File: config.mk
export PLATFORM = sky130hd
export DESIGN_NAME = advection_stencil_step_1d_top
export DESIGN_NICKNAME = d
export VERILOG_FILES = /design/src/hw/rtl/asst_pkg.sv /design/src/hw/rtl/asst_front.sv /design/src/hw/rtl/asst_queue.sv /design/src/hw/rtl/asst_back.sv /design/src/hw/rtl/advection_stencil_step_1d_top.sv
export SDC_FILE = /design/constraint.sdc
export NUM_CORES = 2
export LEC_CHECK = 0
export BUFFER_PORTS_ARGS = -buffer_cell sky130_fd_sc_hd__buf_2
export CAP_MARGIN = 20
export CORE_MARGIN = 5
export CORE_UTILIZATION = 30
export DETAILED_ROUTE_END_ITERATION = 8
export PLACE_DENSITY = 0.44
export SETUP_SLACK_MARGIN = 0.5
export SLEW_MARGIN = 15
export SYNTH_ARGS = -nofsm -noshare
export SYNTH_HDL_FRONTEND = slang
export SYNTH_SLANG_ARGS = --single-unit
File: constraint.sdc
create_clock -name clk -period 14.5 [get_ports clk]
set_input_delay 1.45 -clock clk [delete_from_list [all_inputs] [get_ports clk]]
set_output_delay 1.45 -clock clk [all_outputs]
set_load 0.005 [all_outputs]
File: src/hw/rtl/asst_pkg.sv
// Shared types and constants for the 1-D advection stencil step.
package asst_pkg;

    localparam int CELL_W = 16;
    localparam int IDX_W  = 7;

    localparam logic [1:0] MODE_UPWIND = 2'd0;
    localparam logic [1:0] MODE_ADVDIF = 2'd1;
    localparam logic [1:0] MODE_FLUX   = 2'd2;
    // Spare scheme code, runs as upwind
    localparam logic [1:0] MODE_ALIAS  = 2'd3;

    localparam logic [1:0] REG_SCHEME    = 2'd0;
    localparam logic [1:0] REG_COURANT   = 2'd1;
    localparam logic [1:0] REG_DIFFUSION = 2'd2;

    localparam logic [1:0]  RST_SCHEME    = MODE_UPWIND;
    localparam logic [15:0] RST_COURANT   = 16'd14746;
    localparam logic [14:0] RST_DIFFUSION = 15'd14746;

    localparam int QUEUE_DEPTH = 4;

    typedef struct packed {
        logic [1:0]         scheme;
        logic signed [15:0] courant;
        logic [14:0]        diffusion;
    } asst_cfg_t;

    typedef struct packed {
        logic k_eq1;
        logic k_eq2;
        logic k_ge2;
        logic last;
    } cell_flags_t;

    typedef struct packed {
        logic signed [CELL_W-1:0] cur;
        logic signed [CELL_W-1:0] prev;
        logic signed [CELL_W-1:0] older;
        logic [IDX_W-1:0]         idx;
        cell_flags_t              flags;
    } cell_entry_t;

endpackage

File: src/hw/rtl/asst_front.sv
// Input side: takes cells, keeps the two-cell window and the grid position.
module asst_front #(
    parameter int GRID_CELLS = 128
) (
    input  logic                clk,
    input  logic                rst_n,
    input  logic                s_tvalid,
    output logic                s_tready,
    input  logic [15:0]         s_tdata,       // [15:0] cell_value
    input  logic                queue_full,
    output logic                push,
    output asst_pkg::cell_entry_t push_data
);
    import asst_pkg::*;

    localparam int CNT_W = $clog2(GRID_CELLS);

    logic [CNT_W-1:0]        cnt_reg, cnt_next;
    logic signed [CELL_W-1:0] prev_reg, older_reg;
    logic [CNT_W-1:0]        cnt_m1;
    logic                    is_last;

    assign s_tready = !queue_full;
    assign push     = s_tvalid && !queue_full;

    assign is_last  = (cnt_reg == CNT_W'(GRID_CELLS - 1));
    assign cnt_m1   = cnt_reg - CNT_W'(1);
    assign cnt_next = is_last ? '0 : cnt_reg + CNT_W'(1);

    always_comb
    begin
        push_data.cur         = $signed(s_tdata);
        push_data.prev        = prev_reg;
        push_data.older       = older_reg;
        push_data.idx         = IDX_W'(cnt_m1);
        push_data.flags.k_eq1 = (cnt_reg == CNT_W'(1));
        push_data.flags.k_eq2 = (cnt_reg == CNT_W'(2));
        push_data.flags.k_ge2 = (cnt_reg >= CNT_W'(2));
        push_data.flags.last  = is_last;
    end

    always_ff @(posedge clk or negedge rst_n)
    begin
        if (!rst_n)
        begin
            cnt_reg   <= '0;
            prev_reg  <= '0;
            older_reg <= '0;
        end
        else if (push)
        begin
            cnt_reg   <= cnt_next;
            prev_reg  <= $signed(s_tdata);
            older_reg <= prev_reg;
        end
    end

endmodule

File: src/hw/rtl/asst_queue.sv
// Short queue of classified cells between the input side and the compute side.
module asst_queue (
    input  logic                  clk,
    input  logic                  rst_n,
    input  logic                  push,
    input  asst_pkg::cell_entry_t push_data,
    output logic                  full,
    input  logic                  pop,
    output asst_pkg::cell_entry_t pop_data,
    output logic                  empty
);
    import asst_pkg::*;

    localparam int PTR_W = $clog2(QUEUE_DEPTH);

    cell_entry_t      slot_reg [QUEUE_DEPTH];
    logic [PTR_W-1:0] wr_ptr_reg, rd_ptr_reg;
    logic [PTR_W:0]   count_reg, count_next;

    assign full     = (count_reg == (PTR_W+1)'(QUEUE_DEPTH));
    assign empty    = (count_reg == '0);
    assign pop_data = slot_reg[rd_ptr_reg];

    always_comb
    begin
        count_next = count_reg;
        if (push && !pop)
        begin
            count_next = count_reg + (PTR_W+1)'(1);
        end
        else if (pop && !push)
        begin
            count_next = count_reg - (PTR_W+1)'(1);
        end
    end

    always_ff @(posedge clk)
    begin
        if (push)
        begin
            slot_reg[wr_ptr_reg] <= push_data;
        end
    end

    always_ff @(posedge clk or negedge rst_n)
    begin
        if (!rst_n)
        begin
            wr_ptr_reg <= '0;
            rd_ptr_reg <= '0;
            count_reg  <= '0;
        end
        else
        begin
            if (push)
            begin
                wr_ptr_reg <= wr_ptr_reg + PTR_W'(1);
            end
            if (pop)
            begin
                rd_ptr_reg <= rd_ptr_reg + PTR_W'(1);
            end
            count_reg <= count_next;
        end
    end

`ifndef SYNTH
    a_no_overfill: assert property (@(posedge clk) disable iff (!rst_n)
        count_reg <= (PTR_W+1)'(QUEUE_DEPTH))
        else $error("queue holds more entries than its depth");
    a_no_underrun: assert property (@(posedge clk) disable iff (!rst_n)
        empty |-> !pop)
        else $error("pop from an empty queue");
`endif

endmodule

File: src/hw/rtl/asst_back.sv
// Compute side: stencil products, rounding, saturation, edge cells and result beats.
module asst_back #(
    parameter int GRID_CELLS = 128
) (
    input  logic                  clk,
    input  logic                  rst_n,
    input  asst_pkg::asst_cfg_t   cfg,
    input  logic                  queue_empty,
    input  asst_pkg::cell_entry_t head,
    output logic                  pop,
    output logic                  m_tvalid,
    input  logic                  m_tready,
    output logic [23:0]           m_tdata,   // [6:0] cell_index, [22:7] new_value
    output logic                  m_tlast    // last_of_run
);
    import asst_pkg::*;

    localparam logic [IDX_W-1:0] LAST_IDX = IDX_W'((GRID_CELLS - 1) % 128);

    localparam logic [1:0] BEAT_INNER = 2'd0;
    localparam logic [1:0] BEAT_EDGE0 = 2'd1;
    localparam logic [1:0] BEAT_EDGE1 = 2'd2;

    function automatic logic signed [22:0] rnd14(input logic signed [36:0] v);
        logic signed [36:0] t;
        t = v + 37'sd8192;
        return t[36:14];
    endfunction

    function automatic logic [15:0] sat16(input logic signed [23:0] v);
        logic [15:0] r;
        if (v > 24'sd32767)
            r = 16'h7fff;
        else if (v < -24'sd32768)
            r = 16'h8000;
        else
            r = v[15:0];
        return r;
    endfunction

    function automatic logic [15:0] add_sat(input logic signed [15:0] a,
                                            input logic signed [22:0] r);
        logic signed [23:0] s;
        s = $signed({{8{a[15]}}, a}) + $signed({r[22], r});
        return sat16(s);
    endfunction

    // ---- stage 1: products ----
    logic               s1_valid_reg;
    logic signed [15:0] s1_cur_reg, s1_prev_reg;
    logic [IDX_W-1:0]   s1_idx_reg;
    cell_flags_t        s1_flags_reg;
    logic signed [32:0] s1_pa_reg, s1_pb_reg;
    logic signed [34:0] s1_pd_reg;
    logic signed [31:0] s1_pf_reg;

    logic signed [16:0] d_a, d_b;
    logic signed [18:0] d_2;
    logic signed [15:0] f_sel;
    logic signed [15:0] dn_s;
    logic signed [32:0] pa_next, pb_next;
    logic signed [34:0] pd_next;
    logic signed [31:0] pf_next;

    logic s1_adv, s1_load;

    assign d_a   = $signed({head.prev[15], head.prev}) - $signed({head.older[15], head.older});
    assign d_b   = $signed({head.cur[15], head.cur}) - $signed({head.prev[15], head.prev});
    assign d_2   = $signed({{3{head.cur[15]}}, head.cur})
                 - $signed({{2{head.prev[15]}}, head.prev, 1'b0})
                 + $signed({{3{head.older[15]}}, head.older});
    assign f_sel = cfg.courant[15] ? head.cur : head.prev;
    assign dn_s  = $signed({1'b0, cfg.diffusion});

    assign pa_next = cfg.courant * d_a;
    assign pb_next = cfg.courant * d_b;
    assign pd_next = dn_s * d_2;
    assign pf_next = cfg.courant * f_sel;

    assign s1_load = !queue_empty && (!s1_valid_reg || s1_adv);
    assign pop     = s1_load;

    // ---- stage 2: round, saturate, pick edges ----
    logic               e_valid_reg, e_three_reg;
    logic [1:0]         e_beat_reg;
    logic [IDX_W-1:0]   e_idx_reg;
    logic [15:0]        e_val0_reg, e_val1_reg, e_val2_reg;
    logic signed [17:0] prev_flux_reg;
    logic [15:0]        first_reg, second_reg;

    logic [1:0]         mode;
    logic signed [36:0] pa_x, pb_x, pd_x, pf_x;
    logic signed [22:0] flux_rnd;
    logic signed [17:0] flux;
    logic signed [18:0] flux_diff;
    logic signed [23:0] flux_sum;
    logic [15:0]        up_pos_in, up_neg_in, adv_dif_in, flux_in, up_pos_edge;
    logic [15:0]        inner, edge0, edge1;
    logic               e_done, s1_emits;

    assign mode = (cfg.scheme == MODE_ALIAS) ? MODE_UPWIND : cfg.scheme;

    assign pa_x = 37'(s1_pa_reg);
    assign pb_x = 37'(s1_pb_reg);
    assign pd_x = 37'(s1_pd_reg);
    assign pf_x = 37'(s1_pf_reg);

    assign up_pos_in   = add_sat(s1_prev_reg, rnd14(-pa_x));
    assign up_neg_in   = add_sat(s1_prev_reg, rnd14(-pb_x));
    assign adv_dif_in  = add_sat(s1_prev_reg, rnd14(pd_x - pa_x));
    assign up_pos_edge = add_sat(s1_cur_reg, rnd14(-pb_x));

    assign flux_rnd  = rnd14(pf_x);
    assign flux      = flux_rnd[17:0];
    assign flux_diff = $signed({flux[17], flux}) - $signed({prev_flux_reg[17], prev_flux_reg});
    assign flux_sum  = $signed({{8{s1_prev_reg[15]}}, s1_prev_reg})
                     - $signed({{5{flux_diff[18]}}, flux_diff});
    assign flux_in   = sat16(flux_sum);

    always_comb
    begin
        case (mode)
            MODE_ADVDIF:
            begin
                inner = adv_dif_in;
                edge0 = adv_dif_in;
                edge1 = first_reg;
            end
            MODE_FLUX:
            begin
                inner = flux_in;
                edge0 = first_reg;
                edge1 = flux_in;
            end
            default:
            begin
                if (cfg.courant > 16'sd0)
                begin
                    inner = up_pos_in;
                    edge0 = s1_cur_reg;
                    edge1 = up_pos_edge;
                end
                else
                begin
                    inner = up_neg_in;
                    edge0 = second_reg;
                    edge1 = second_reg;
                end
            end
        endcase
    end

    assign e_done   = e_valid_reg && m_tready && (!e_three_reg || e_beat_reg == BEAT_EDGE1);
    assign s1_emits = s1_flags_reg.k_ge2;
    assign s1_adv   = s1_valid_reg && (!s1_emits || !e_valid_reg || e_done);

    always_ff @(posedge clk)
    begin
        if (s1_load)
        begin
            s1_cur_reg   <= head.cur;
            s1_prev_reg  <= head.prev;
            s1_idx_reg   <= head.idx;
            s1_flags_reg <= head.flags;
            s1_pa_reg    <= pa_next;
            s1_pb_reg    <= pb_next;
            s1_pd_reg    <= pd_next;
            s1_pf_reg    <= pf_next;
        end
        if (s1_adv && s1_emits)
        begin
            e_idx_reg  <= s1_idx_reg;
            e_val0_reg <= inner;
            e_val1_reg <= edge0;
            e_val2_reg <= edge1;
        end
    end

    always_ff @(posedge clk or negedge rst_n)
    begin
        if (!rst_n)
        begin
            s1_valid_reg  <= 1'b0;
            e_valid_reg   <= 1'b0;
            e_three_reg   <= 1'b0;
            e_beat_reg    <= BEAT_INNER;
            prev_flux_reg <= '0;
            first_reg     <= '0;
            second_reg    <= '0;
        end
        else
        begin
            if (s1_load)
            begin
                s1_valid_reg <= 1'b1;
            end
            else if (s1_adv)
            begin
                s1_valid_reg <= 1'b0;
            end

            if (s1_adv)
            begin
                prev_flux_reg <= flux;
                if (s1_flags_reg.k_eq1)
                begin
                    second_reg <= up_neg_in;
                end
                if (s1_flags_reg.k_eq2)
                begin
                    first_reg <= inner;
                end
            end

            // Load a fresh run of beats, else step through the current one.
            if (s1_adv && s1_emits)
            begin
                e_valid_reg <= 1'b1;
                e_three_reg <= s1_flags_reg.last;
                e_beat_reg  <= BEAT_INNER;
            end
            else if (e_done)
            begin
                e_valid_reg <= 1'b0;
                e_beat_reg  <= BEAT_INNER;
            end
            else if (e_valid_reg && m_tready)
            begin
                e_beat_reg <= e_beat_reg + 2'd1;
            end
        end
    end

    always_comb
    begin
        m_tdata = '0;
        case (e_beat_reg)
            BEAT_INNER:
            begin
                m_tdata[6:0]  = e_idx_reg;
                m_tdata[22:7] = e_val0_reg;
            end
            BEAT_EDGE0:
            begin
                m_tdata[6:0]  = '0;
                m_tdata[22:7] = e_val1_reg;
            end
            BEAT_EDGE1:
            begin
                m_tdata[6:0]  = LAST_IDX;
                m_tdata[22:7] = e_val2_reg;
            end
            default:
            begin
                m_tdata = '0;
            end
        endcase
    end

    assign m_tvalid = e_valid_reg;
    assign m_tlast  = !e_three_reg || (e_beat_reg == BEAT_EDGE1);

`ifndef SYNTH
    a_beat_range: assert property (@(posedge clk) disable iff (!rst_n)
        e_valid_reg |-> (e_beat_reg == BEAT_INNER || e_beat_reg == BEAT_EDGE0
                         || e_beat_reg == BEAT_EDGE1))
        else $error("beat counter out of range");
    a_edge_only_in_triple: assert property (@(posedge clk) disable iff (!rst_n)
        (e_valid_reg && e_beat_reg != BEAT_INNER) |-> e_three_reg)
        else $error("edge beat outside an end-of-grid run");
    a_edge0_then_edge1: assert property (@(posedge clk) disable iff (!rst_n)
        (e_valid_reg && m_tready && e_beat_reg == BEAT_EDGE0)
        |=> (e_valid_reg && e_beat_reg == BEAT_EDGE1))
        else $error("second edge beat did not follow the first");
`endif

endmodule

File: src/hw/rtl/advection_stencil_step_1d_top.sv
// A result beat passes through the queue, the product registers and the result registers before it is offered.
// Throughput: one cell per cycle while the queue is not full; cells from the third on yield one beat, the last three.
// The result for cell i follows cell i+1; cells 0 and G-1 follow the last cell of the grid.
// The final cell of a grid holds the result stage until both edge cells have been sent.
// Reset: clears the queue, the grid position and the stencil window; registers take defaults.
// Configuration writes are taken every cycle; write only while no cell is in flight.
module advection_stencil_step_1d_top #(
    parameter int GRID_CELLS = 128
) (
    input  logic        clk,
    input  logic        rst_n,
    input  logic        s_tvalid,
    output logic        s_tready,
    input  logic [15:0] s_tdata,      // [15:0] cell_value
    output logic        m_tvalid,
    input  logic        m_tready,
    output logic [23:0] m_tdata,      // [6:0] cell_index, [22:7] new_value, [23] zero
    output logic        m_tlast,      // last_of_run
    input  logic        cfg_valid,
    output logic        cfg_ready,
    input  logic [1:0]  cfg_index,
    input  logic [15:0] cfg_data
);
    import asst_pkg::*;

    asst_cfg_t   cfg_reg;
    cell_entry_t push_data, head;
    logic        push, pop, queue_full, queue_empty;

    assign cfg_ready = 1'b1;

    always_ff @(posedge clk or negedge rst_n)
    begin
        if (!rst_n)
        begin
            cfg_reg.scheme    <= RST_SCHEME;
            cfg_reg.courant   <= RST_COURANT;
            cfg_reg.diffusion <= RST_DIFFUSION;
        end
        else if (cfg_valid)
        begin
            case (cfg_index)
                REG_SCHEME:    cfg_reg.scheme    <= cfg_data[1:0];
                REG_COURANT:   cfg_reg.courant   <= $signed(cfg_data);
                REG_DIFFUSION: cfg_reg.diffusion <= cfg_data[14:0];
                default:       cfg_reg           <= cfg_reg;
            endcase
        end
    end

    asst_front #(
        .GRID_CELLS (GRID_CELLS)
    ) u_front (
        .clk        (clk),
        .rst_n      (rst_n),
        .s_tvalid   (s_tvalid),
        .s_tready   (s_tready),
        .s_tdata    (s_tdata),
        .queue_full (queue_full),
        .push       (push),
        .push_data  (push_data)
    );

    asst_queue u_queue (
        .clk       (clk),
        .rst_n     (rst_n),
        .push      (push),
        .push_data (push_data),
        .full      (queue_full),
        .pop       (pop),
        .pop_data  (head),
        .empty     (queue_empty)
    );

    asst_back #(
        .GRID_CELLS (GRID_CELLS)
    ) u_back (
        .clk         (clk),
        .rst_n       (rst_n),
        .cfg         (cfg_reg),
        .queue_empty (queue_empty),
        .head        (head),
        .pop         (pop),
        .m_tvalid    (m_tvalid),
        .m_tready    (m_tready),
        .m_tdata     (m_tdata),
        .m_tlast     (m_tlast)
    );

endmodule
## After elaboration in Yosys (flattened, before gate mapping)

Memories as Yosys holds them, arrays and structs flattened.
Index checks and enable logic that the tools add are counted.

| cells by class | value |
|---|---|
| add/subtract/negate cells | 24 |
| multiply operators | 4 |
| magnitude comparators | 12 |
| equality and inequality tests | 11 |
| multiplexer cells | 31 |
| reduce and logical (&&, ||, !) cells | 32 |

Operators by type and width:

| operator | count |
|---|---|
| $mux 16 | 14 |
| $gt 24x16->1 const B | 5 |
| $lt 24x16->1 const B | 5 |
| $add 16x23->24 | 4 |
| $pmux 16 s2 | 3 |
| $add 37x15->37 const B | 2 |
| $neg 33->37 | 2 |
| $pmux 23 s3 | 1 |
| $mul 16x17->33 | 2 |
| $add 36x15->37 const B | 1 |
| $sub 35x33->36 | 1 |
| $mul 16x19->35 | 1 |
| $sub 16x16->17 | 2 |
| $add 32x15->32 const B | 1 |
| $mul 16x16->32 | 1 |
| $sub 16x19->20 | 1 |
| $add 18x16->19 | 1 |
| $sub 18x18->19 | 1 |
| $sub 16x17->18 | 1 |
| $gt 16x1->1 const B | 1 |
| $reduce_and 2->1 | 5 |
| $eq 2x2->1 const B | 4 |
| $logic_and 1x1->1 | 8 |
| $logic_not 1->1 | 8 |
| other kinds (20) | 39 |

| word-level totals | value |
|---|---|
| register bits | 365 |
| RAM bits | 236 |
| input port bits | 39 |
| output and inout port bits | 28 |
| logic and storage cells | 146 |
| memories kept | 1 |

Memory list:

| memory | words | width | read ports | clocked after Yosys merged registers in | write ports | RTL line | text |
|---|---|---|---|---|---|---|---|
| u_queue.slot_reg | 4 | 59 | 1 | 0 | 1 | asst_queue.sv:16 | `cell_entry_t slot_reg [QUEUE_DEPTH];` |

## Logic depth before layout (Yosys ltp)

| depth | value |
|---|---|
| word-level depth | 10 |
| gate-level depth with buffers | 43 |
| mapped depth without buffers | 39 |

## By module

From an unflattened synthesis, not the netlist that was laid out.

| unflattened totals | value |
|---|---|
| cells, all modules | 7737 |
| area total of the unflattened synthesis | 76463.3 µm² |

By module, submodules not included:

| module | instances | cells each | area an instance (µm²) | seq. area each (µm²) |
|---|---|---|---|---|
| asst_back | 1 | 7109 | 64236.6 | 7922.6 |
| asst_queue | 1 | 343 | 8974.9 | 7262.0 |
| asst_front | 1 | 212 | 1873.0 | 975.9 |
| advection_stencil_step_1d_top | 1 | 73 | 1378.8 | 845.8 |

## Worst setup path after synthesis

OpenSTA, ideal clock, no wires.

| path | value |
|---|---|
| path kind | input port to flip-flop |
| start | input port m_tready |
| end | register u_queue.count_reg[1] |
| setup time | 0.125 ns |
| arrival time | 11.395 ns |
| required time | 14.375 ns |
| setup slack | 2.980 ns |
| cell stages on the path | 7 |
| buffers on the path | 0 |
| path through | a21boi_0 > a31oi_1 > inv_1 > ha_1 > inv_1 > fa_1 > mux2_2 |

| between the ends | value |
|---|---|
| cells in the longest elaborated chain, start to end | 9 |
| elaborated cells between the ends (all ways) | 11 |
| those cells by class | 1 x mux; 10 x reduce/logical |

Ends and longest elaborated chain:

| what | RTL line | text |
|---|---|---|
| start, declared | advection_stencil_step_1d_top.sv:16 | `input logic m_tready,` |
| $logic_and 1x1->1 (2 in a row) | asst_back.sv:153 | `assign e_done = e_valid_reg && m_tready && (!e_three_reg \|\| e_beat_reg == BEAT_EDGE1);` |
| $logic_or 1x1->1 | asst_back.sv:155 | `assign s1_adv = s1_valid_reg && (!s1_emits \|\| !e_valid_reg \|\| e_done);` |
| $logic_and 1x1->1 | asst_back.sv:155 |  |
| $logic_or 1x1->1 | asst_back.sv:80 | `assign s1_load = !queue_empty && (!s1_valid_reg \|\| s1_adv);` |
| $logic_and 1x1->1 | asst_back.sv:80 |  |
| named net pop | advection_stencil_step_1d_top.sv:28 | `logic push, pop, queue_full, queue_empty;` |
| $logic_not 1->1 | asst_queue.sv:27 | `if (push && !pop)` |
| $logic_and 1x1->1 | asst_queue.sv:27 |  |
| $mux 3 | asst_queue.sv:27 |  |
| named net u_queue.count_next[1] | asst_queue.sv:18 | `logic [PTR_W:0] count_reg, count_next;` |
| end signal, assigned | asst_queue.sv:63 | `count_reg <= count_next;` |
| end, declared | asst_queue.sv:18 |  |

The timed path passes the listed nets, and every way through them passes these cells.
A chain may end at the register's enable or synchronous reset.

==> impl_results.md <==
* Mapped Nets at 9204
* Seq cells post-synth at 588
* Final core occ at 0.328
* Setup TNS at 0 ns
* Routed Antenna Nets at 0
* FF/Latch Area at 0.0170 mm²
* Setup CP Type: reg -> reg
* Hold-fix buffers, CTS at 0
* Yosys warns at 0
* Die Y at 509 µm
* Avg Inst Size Synth at 10.0 µm²
* Synthesized-area fraction occupied by and/or/nand/nor cells at 0.138
* Nets at 9177
* FF-to-FF path depth at 39
* CTS tree: yes
* Most used cell, CP: inv_1
* Placement Setup Slack at 3.04 ns
* Most frequent cells in the layout: inv_1, fa_1, nand2_1
* WL met2 at 107000 µm
* Mux contribution to synthesized area at 0.0266
* Clock buffer depth at 3
* CP bufs+invs at 9
* Routed wl met3 at 11000 µm
* Top sig layer: met4
* Final setup violation count at 0
* Xor/xnor share of the synthesized area at 0.0393
* Vias per cell at 4.86
* Reg2reg start: u_queue.rd_ptr_reg[0]
* Cell row count at 183
* CP max FO at 38
* PortBufs at 64
* Final HPWL DP at 184000 µm
* Worst Hold Launch: u_back.s1_idx_reg[4]
* Layout cell share with drive strength beyond 1 at 0.0709
* Ys flop type: edfxtp_1
* Pin count of the biggest net entering global routing at 80
* Worst path top cell family by delay: adder cells
* Filler Cell Count at 25600
* Synth area leaders: fa_1, edfxtp_1, ha_1
* Die width at 509 µm
* Synth Area in Compound Gates at 0.0832
* Area grow syn2layout at 9.10%
* Seq/Total Area, Yosys at 0.228
* Mapped Area at 0.0746 mm²
* Synth async-reset ratio at 0.228
* Top Ports at 67
* Worst path depth at 39
* Global route total overflow at 0
* Fin worst setup slack at 3.07 ns
* TritonCTS Buffers at 71
* Post-Synth Adder-Cell Area at 0.402
* Crit path DAT at 11.82 ns
* Final slew viol count at 0
* Multi-input combinational cell area at 0.0515 mm²
* Residual DRC at 0
* Crit end category: flip-flop
* EDFF count, synth at 454
* Starting density of the core at 0.301
* Clock H-tree levels at 3
* Total number of vias at 52583
* Clock Pin Slew Worst Setup and Hold Paths at 0.06 ns
* Clk root buf: clkbuf_16
* Flop2flop setup slack at 3.07 ns
* Yosys top cell by area: fa_1
* Proportion of netlist area held by the largest area contributor at 0.304
* RSZ-0062 raised after global routing: no
* Tmin final at 11.43 ns
* Routed len/inst at 21.8 µm
* Final RePlAce weighted congestion at 0.874
* Most common cell after layout, fill and taps aside: inv_1
* Clock sinks at 588
* DIE AREA at 0.259 mm²
* Fmax at 0.0875 GHz
* GRT Util Overall at 0.183
* Final wirelength at 236000 µm
* Critical Path RT at 14.89 ns
* Hold EP: u_back.e_idx_reg[4]
* Max FFs per register at 236
* Outcome: finished, final reports clean
* Worst-Skew Late Latency at 0.70 ns
* Number of placed instances, taps included at 10676
* Slowest CP cell: dfrtp_4
* Vias in the first global route at 55382
* Antenna violations before repair at 19
* Netlist cell types at 107
* Tightest Pin Transition at 1.12 ns
* Largest stage delay, worst path at 0.94 ns
* Critical Path Start Type: flip-flop
* Skew final at 0.0345 ns
* Core Area at 0.248 mm²
* Largest family of logic cells by synthesized area: adder cells
* Initial DRC count at 3254
* Cts repair resizes at 0
* Post-Layout Cell Count at 10810
* Worst hold path class: reg -> reg
* Max-cap violation count at 0
* Hold Violations, Final at 0
* WHS Path Cells at 0
* R2r endpoint: u_back.s1_pb_reg[32]
* First-pass GRT wire length at 357000 µm
* Metal-1 WL at 113000 µm
* Worst slew margin at 0.251
* Setup Fix Bufs, Post-CTS at 0
* First drt pass iteration count at 6
* Cell count after synthesis at 7447
* Period utilisation layout at 0.788
kinds of logic (layout without fill, tap and decap cells):
group	after synthesis	count (layout)
mux	120	120
buf+inv	1644	1673
xor+xnor	335	335
simple gates	2111	2111
other cells	2	6
fa+ha+maj	1718	1718
compound gates	929	929
flops	588	588
cell type report:
cell class                 count  area share
multi-input combinational   5215       0.633
sequential                   588       0.209
inverter                    1361      0.0627
tap                         3330      0.0512
clock buffer                  92      0.0234
timing repair buffer         183      0.0150
clock inverter                37     0.00547
antenna                        4    0.000123
how the worst max path moves through the flow:
stage                     slack [ns]                   end                  start
after floorplan                 2.98  u_queue.count_reg[1]               m_tready
after global placement          3.24  u_back.s1_pb_reg[32]  u_queue.rd_ptr_reg[0]
after detailed placement        3.04  u_back.s1_pb_reg[32]  u_queue.rd_ptr_reg[0]
after CTS                       2.98  u_back.s1_pb_reg[32]  u_queue.rd_ptr_reg[0]
after global routing            2.37  u_back.s1_pb_reg[32]  u_queue.rd_ptr_reg[0]
final                           3.07  u_back.s1_pb_reg[32]  u_queue.rd_ptr_reg[0]
routing by layer:
metal	vias to the layer above	track usage
li1	23887	-
met1	27324	0.270
met4	0	0.0392
met2	1147	0.291
met5	-	0
met3	225	0.0213
synthesized netlist by cell type (12+ instances only):
master	instances
a22oi_1	16
clkbuf_1	257
nand3_1	70
nand2b_1	86
o21bai_1	28
a21oi_1	238
dfrtp_1	118
fa_1	1134
or2_2	29
o21ai_0	165
o211ai_1	30
and3_1	75
o21ai_1	13
ha_1	584
a21boi_0	14
nor3_1	58
nor2b_1	133
or3_1	20
a21o_1	117
nand3b_1	20
xnor2_1	244
nand4_1	25
mux4_2	57
mux2_2	54
a41oi_1	15
o21a_1	45
o22ai_1	12
xor2_1	91
a222oi_1	16
a211oi_1	42
buf_1	13
nor3b_1	12
and2_1	336
inv_1	1358
nor4_1	20
nand2_1	924
nor2_1	266
edfxtp_1	454
dfstp_2	16
a31oi_1	45
metrics by stage:
stage               cell area (µm²)  hold WS, ns
detailed placement            79000        0.405
CTS                           81400        0.421
global placement              79000        0.409
global route                  81400        0.442
floorplan                     74600        0.400
finish                        81400        0.422
Power is left out: the tool's default activity adds up to more than one toggle a clock period on the data nets, which glitch-free logic cannot reach.
